`src/sv/fbfd_pkg.sv`:
```
// Shared constants, types and configuration register codes of the fire box filter.
package fbfd_pkg;

  localparam int MAX_WIDTH = 512;
  localparam int IDX_W     = $clog2(MAX_WIDTH);
  localparam int PIX_W     = 8;
  localparam int WIDTH_W   = 10;
  localparam int ROW_W     = 10;
  localparam int COL_SUM_W = 10;
  localparam int WIN_SUM_W = 12;
  localparam int CFG_IDX_W = 2;
  localparam int CFG_DATA_W = 10;
  localparam int OUT_DATA_W = 32;

  // Reciprocal of nine, exact for every window sum below 32768.
  localparam int RECIP_W     = 13;
  localparam int RECIP_SHIFT = 16;
  localparam logic [RECIP_W-1:0] RECIP_9 = RECIP_W'(7282);
  localparam int PROD_W = WIN_SUM_W + RECIP_W - 1;

  localparam logic [CFG_IDX_W-1:0] CFG_LINE_WIDTH = 2'd0;
  localparam logic [CFG_IDX_W-1:0] CFG_ROW_COUNT  = 2'd1;
  localparam logic [CFG_IDX_W-1:0] CFG_DECAY      = 2'd2;

  localparam logic [WIDTH_W-1:0] LINE_WIDTH_RST = WIDTH_W'(320);
  localparam logic [ROW_W-1:0]   ROW_COUNT_RST  = ROW_W'(50);
  localparam logic [PIX_W-1:0]   DECAY_RST      = PIX_W'(2);
  localparam logic [WIDTH_W-1:0] MIN_WIDTH      = WIDTH_W'(3);
  localparam logic [WIDTH_W-1:0] MAX_WIDTH_V    = WIDTH_W'(MAX_WIDTH);

  // One accepted pixel on its way to the column sum stage.
  typedef struct packed {
    logic [PIX_W-1:0] px;
    logic [IDX_W-1:0] col;
    logic [ROW_W-1:0] row;
    logic             is_last;
    logic             emit;
  } pix_item_t;

  // Window sums of one pixel that produces results.
  typedef struct packed {
    logic [WIN_SUM_W-1:0] win;
    logic [WIN_SUM_W-1:0] tail;
    logic [IDX_W-1:0]     col;
    logic [ROW_W-1:0]     row;
    logic                 is_last;
  } win_item_t;

endpackage

```
`src/sv/fbfd_average.sv`:
```
// Divide-by-nine, decay and output register; splits a last-column pixel into two words.
module fbfd_average (
  input  logic                            clk,
  input  logic                            rst_n,
  input  logic [fbfd_pkg::PIX_W-1:0]      decay,
  input  logic                            win_valid,
  input  fbfd_pkg::win_item_t             win_item,
  output logic                            win_ready,
  output logic                            out_tvalid,
  input  logic                            out_tready,
  output logic [fbfd_pkg::OUT_DATA_W-1:0] out_tdata,
  output logic                            out_tlast
);
  import fbfd_pkg::*;

  logic                 s2_valid_r;
  logic                 s2_phase_r;
  win_item_t            s2_item_r;
  logic                 out_valid_r;
  logic [PIX_W-1:0]     out_heat_r;
  logic [IDX_W-1:0]     out_col_r;
  logic [ROW_W-1:0]     out_row_r;
  logic                 out_last_r;
  logic                 out_take;
  logic                 pop;
  logic                 done;
  logic                 load;
  logic [WIN_SUM_W-1:0] sel_sum;
  logic [PROD_W-1:0]    prod;
  logic [PIX_W-1:0]     avg;
  logic [PIX_W-1:0]     heat_nxt;
  logic [IDX_W-1:0]     col_nxt;
  logic                 last_nxt;

  assign out_take  = !out_valid_r || out_tready;
  assign pop       = s2_valid_r && out_take;
  assign done      = pop && (!s2_item_r.is_last || s2_phase_r);
  assign win_ready = !s2_valid_r || done;
  assign load      = win_valid && win_ready;

  // The second word of a last column covers only that column and the one before.
  assign sel_sum  = s2_phase_r ? s2_item_r.tail : s2_item_r.win;
  assign col_nxt  = s2_phase_r ? (s2_item_r.col + IDX_W'(1)) : s2_item_r.col;
  assign last_nxt = !s2_item_r.is_last || s2_phase_r;
  assign prod     = PROD_W'(sel_sum) * PROD_W'(RECIP_9);
  assign avg      = prod[RECIP_SHIFT +: PIX_W];
  assign heat_nxt = (avg > decay) ? (avg - decay) : '0;

  always_ff @(posedge clk) begin
    if (!rst_n) begin
      s2_valid_r  <= 1'b0;
      s2_phase_r  <= 1'b0;
      out_valid_r <= 1'b0;
    end else begin
      if (load) begin
        s2_valid_r <= 1'b1;
        s2_phase_r <= 1'b0;
      end else if (done) begin
        s2_valid_r <= 1'b0;
        s2_phase_r <= 1'b0;
      end else if (pop) begin
        s2_phase_r <= 1'b1;
      end
      if (out_take) begin
        out_valid_r <= s2_valid_r;
      end
    end
  end

  always_ff @(posedge clk) begin
    if (load) begin
      s2_item_r <= win_item;
    end
    if (pop) begin
      out_heat_r <= heat_nxt;
      out_col_r  <= col_nxt;
      out_row_r  <= s2_item_r.row;
      out_last_r <= last_nxt;
    end
  end

  assign out_tvalid = out_valid_r;
  assign out_tlast  = out_last_r;
  assign out_tdata  = OUT_DATA_W'({out_row_r, out_col_r, out_heat_r});

  a_phase_on_last: assert property (@(posedge clk) disable iff (!rst_n)
    s2_valid_r && s2_phase_r |-> s2_item_r.is_last)
    else $error("second word pending for a pixel that is not in the last column");

  a_first_word_out: assert property (@(posedge clk) disable iff (!rst_n)
    s2_valid_r && s2_phase_r |-> out_valid_r && !out_last_r)
    else $error("second word pending without the first word in the output register");

  a_pair_complete: assert property (@(posedge clk) disable iff (!rst_n)
    out_valid_r && !out_last_r |-> s2_valid_r && s2_phase_r)
    else $error("non-final word shown without its partner waiting");

endmodule

```
`config.mk`:
```
export PLATFORM = sky130hd
export DESIGN_NAME = fbfd_average
export DESIGN_NICKNAME = d
export VERILOG_FILES = /design/src/sv/fbfd_pkg.sv /design/src/sv/fbfd_average.sv
export SDC_FILE = /design/constraint.sdc
export NUM_CORES = 1
export LEC_CHECK = 0
export BUFFER_PORTS_ARGS = -buffer_cell sky130_fd_sc_hd__buf_2
export CAP_MARGIN = 0
export CORE_UTILIZATION = 25
export CTS_CLUSTER_DIAMETER = 120
export CTS_CLUSTER_SIZE = 30
export DETAILED_ROUTE_END_ITERATION = 7
export PLACE_DENSITY = 0.54
export SLEW_MARGIN = 10
export SYNTH_ARGS = -nofsm -noshare
export SYNTH_HDL_FRONTEND = slang
export SYNTH_SLANG_ARGS = --single-unit
```
`constraint.sdc`:
```
create_clock -name clk -period 11.8 [get_ports clk]
set_input_delay 1.18 -clock clk [delete_from_list [all_inputs] [get_ports clk]]
set_output_delay 1.18 -clock clk [all_outputs]
set_load 0.02 [all_outputs]
```
; ---- Word-level counts from Yosys, hierarchy flattened
; Cells that the tools add are included.
[totals]
elab_cells = 32
reg_bits = 75
inputBits = 56
output_inout_bits = 35
[op_classes]
n_addsub = 2
muxes = 4
n_bitwise = 1
multipliers = 1
reduce_logical = 11
magnitude_cmp = 1
[op_table]
columns = op, count
row1 = $mul 12x12->23 const B, 1
row2 = $mux 12, 1
row3 = $add 9x1->9 const B, 1
row4 = $mux 9, 1
row5 = $gt 8x8->1, 1
row6 = $sub 8x8->8, 1
row7 = $logic_and 1x1->1, 3
row8 = $logic_not 1->1, 3
row9 = $logic_or 1x1->1, 3
row10 = $reduce_or 3->1, 1
row11 = $mux 1, 2
row12 = $reduce_bool 2->1, 1
row13 = $not 1->1, 1

; ---- Longest topological paths before layout
[depth]
ltp_word = 7
mapped_depth = 27
mapped_depth_nobuf = 25

; ---- Worst setup path before layout
; Ideal clock, no wire load.
[synth_timing]
path_kind = register to register
from = register s2_phase_r
to = register out_heat_r[4], data pin
setup_ns = 0.275
path_buffers = 2
path_slack_ns = 5.091
required_ns = 11.525
arrival_ns = 6.435
path_stages_with_launch = 27
period_less_slack_ns = 6.709
path_cell_list = dfxtp_1 -> clkbuf_1 -> buf_2 -> mux2i_1 -> inv_1 -> fa_1 -> ha_1 -> inv_1 -> fa_1 -> inv_1 -> fa_1 -> inv_1 -> fa_1 -> inv_1 -> ha_1 -> a211o_1 -> a21oi_1 -> nand3_1 -> a211oi_2 -> xnor2_1 -> ha_1 -> nor2b_1 -> o21a_1 -> o21ai_1 -> a21oi_1 -> o31ai_2 -> nor3b_1
[synth_via]
elab_chain_cells = 3
word_cells_on_any_way = 4
classes_between = add/sub (1) / mul (1) / order compare (1) / mux (1)
[synth_rtl]
columns = element, line_no
row1 = "start, declared", fbfd_average.sv:17  ; logic s2_phase_r;
row2 = "start signal, assigned", fbfd_average.sv:52  ; s2_phase_r <= 1'b0;
row3 = "start signal, assigned", fbfd_average.sv:57  ; s2_phase_r <= 1'b0;
row4 = "start signal, assigned", fbfd_average.sv:60  ; s2_phase_r <= 1'b0;
row5 = $mux 12 (*), fbfd_average.sv:42  ; assign sel_sum = s2_phase_r ? s2_item_r.tail : s2_item_r.win;
row6 = $mul 12x12->23 (*), fbfd_average.sv:45  ; assign prod = PROD_W'(sel_sum) * PROD_W'(RECIP_9);
row7 = $sub 8x8->8 or $gt 8x8->1 (tied branches), fbfd_average.sv:47  ; assign heat_nxt = (avg > decay) ? (avg - decay) : '0;
row8 = "end signal, assigned", fbfd_average.sv:75  ; out_heat_r <= heat_nxt;
row9 = "end, declared", fbfd_average.sv:20  ; logic [PIX_W-1:0] out_heat_r;
; Mark *: on every way between the ends. The rest lies on a longest branch, timed or not.
; A chain may end at the register's enable or synchronous reset.

; ---- Worst setup path in the final report
; Ends and elaborated chain as after synthesis.

==> impl_metrics.tcl <==
set metrics [dict create \
    worst_pin_slew_ps 947 \
    fin_cells 758 \
    start_kind "flip-flop" \
    synth_area_um2 5050 \
    grt_max_degree 45 \
    slew-limit-headroom_pct 36.8 \
    worstPathMaxFanout 21 \
    finalSetupViolCount 0 \
    critPathSlowestCell "dfxtp_1" \
    max-cap-violations 0 \
    dp_hpwl_mm 8.17 \
    ctsLongestPathBuffers 2 \
    ys_seq_area_share_pct 44.0 \
    dpl.cell_count 743 \
    die_w_um 144 \
    critPathKind "reg -> reg" \
    slowest_delay_ps 940 \
    synth.distinct_cells 45 \
    netlist_instances 396 \
    dr_total_vias 3149 \
    path_delay_family "adder cells" \
    synth_edf_count 72 \
    wl_per_cell_um 13.1 \
    cts.clk_slew.worst_paths_ps 60 \
    cts_buffers 9 \
    vias_per_cell 4.15 \
    ys_ff_latch 75 \
    yosysWarnings 0 \
    final_nets 651 \
    synth.most_common_cell "ha_1" \
    cp_cell_sequence "mux2i_1 > inv_1 > fa_1 > ha_1 > inv_1 > fa_1 > inv_1 > fa_1 > inv_1 > fa_1 > inv_1 > ha_1 > a211o_1 > a21oi_1 > nand3_1 > a211oi_2 > xnor2_1 > ha_1 > nor2b_1 > o21a_1 > o21ai_1 > a21oi_1 > o31ai_2 > nor3b_1" \
    die_h_um 144 \
    root_buffer "clkbuf_16" \
    synth_area_leader_cell "edfxtp_1" \
    drv_slew 0 \
    post-route-period-util_pct 62.9 \
    cp_common_cell "inv_1" \
    cp_data_arrival_time_ps 7480 \
    synth_ff_type "edfxtp_1" \
    postCtsSetupBuffers 0 \
    grt_pass1_wl_mm 15.7 \
    post-route-drc-count 0 \
    die-area_um2 20800 \
    grt_pass1_vias 3304 \
    postRouteAntennaNets 0 \
    period_minus_slack_ps 7420 \
    rows 51 \
    async_flop_share_pct 0 \
    required_ps 11860 \
    setup_tns_ps 0 \
    status "finished, final reports clean" \
    skew_ps 8.03 \
    drt_iter0_drc 119 \
    rsz0062_at_grt "false" \
    cts_sinks 75 \
    port_buffers 85 \
    clk_latency_ps 340 \
    cts_resized 0 \
    fmax_mhz 135 \
    core_area_um2 19700 \
    dr.pass1.iters 5 \
    min_path_type "reg -> reg" \
    syn_area_per_cell_um2 12.8 \
    final_util_pct 31.1 \
    htree_num_levels 3 \
    ios 91 \
    crit_path_end_kind "flip-flop" \
    grt.overflow.total 0 \
    place_congestion 0.851 \
    antenna_cells 0 \
    cts_tree "built" \
    critPathBufInv 5 \
    synthTopCellsByCount "76 x ha_1, 72 x edfxtp_1, 57 x inv_1" \
    drive_gt1_share_pct 22.7 \
    antenna_found_initial 0 \
    area_growth_syn_to_layout_pct 21.0 \
    track_usage_pct 10.0 \
    synth_area_leaders "edfxtp_1 43%, ha_1 19%, fa_1 12%" \
    start_util_pct 25.7 \
    synth_top_area_share_pct 42.8 \
    final_hold_viol_count 0 \
    wl_mm 9.93 \
    ctsHoldBuffers 0 \
]
worst register-to-register path: stages (launching register included):
cell and delay [ps]:
dfxtp_1 940, mux2i_1 450, inv_1 160, fa_1 520
ha_1 320, inv_1 60, fa_1 490, inv_1 50
fa_1 500, inv_1 60, fa_1 520, inv_1 40
ha_1 360, a211o_1 280, a21oi_1 230, nand3_1 140
a211oi_2 320, xnor2_1 170, ha_1 280, nor2b_1 160
o21a_1 180, o21ai_1 210, a21oi_1 140, o31ai_2 450
nor3b_1 140
path summary, 6_finish.rpt:
path	from	to	slack, ps	cells after the start
hold / removal	s2_item_r[2]	out_row_r[1]	420	0
setup / recovery	s2_phase_r	out_heat_r[4]	4380	24
setup reg to reg	s2_phase_r	out_heat_r[4]	4380	24
hold reg to reg	s2_item_r[2]	out_row_r[1]	420	0
metal layers:
layer	track usage [%]	routed length, µm	up-vias
met2	15.9	4550	87
met3	2.91	454	16
met5	0	0	-
met1	12.7	4750	1471
met4	3.88	166	0
li1	-	-	1575
registers in the layout (all words and copies together), names as in the netlist:
signal	count
s2_item_r	44
s2_valid_r	1
out_tvalid	1
out_heat_r	8
out_row_r	10
out_col_r	9
out_tlast	1
s2_phase_r	1
cells in the final DEF, fill, tap and decap left out, types with 8 or more instances in the layout:
cell type and n:
a21oi_1 12, inv_1 57, buf_2 85, nand2_1 11, mux2i_1 11, nand4_1 9, clkbuf_16 9, fa_1 30
xnor2_1 14, xor2_1 10, ha_1 76, o21ai_0 8, edfxtp_1 72, nor2_1 19
layout make-up:
cell class | count | area (µm²)
multi-input combinational | 260 | 2600
fill | 2049 | 13500
clock inverter | 6 | 90.1
tap | 265 | 332
timing repair buffer | 86 | 433
inverter | 57 | 214
clock buffer | 9 | 225
sequential | 75 | 2220
through the flow:
step / hold slack [ps] / setup WS, ps / area, µm²
floorplan: 400 / 5090 / 5070
global placement: 400 / 4650 / 5800
detailed placement: 406 / 4370 / 5800
CTS: 419 / 4360 / 6120
global route: 424 / 3860 / 6120
finish: 419 / 4380 / 6120
cells by family after synthesis:
group / share of synthesized area (%)
flip-flops: 44.0
other: 0.0742
adder cells (fa/ha/maj): 30.7
buffers and inverters: 5.22
XOR/XNOR: 4.16
AND/OR/NAND/NOR: 6.19
AO/OA/AOI/OAI: 7.08
multiplexers: 2.62
Power is not shown: default switching activity piles up to over one toggle a cycle in this logic, so the estimate is an artifact.
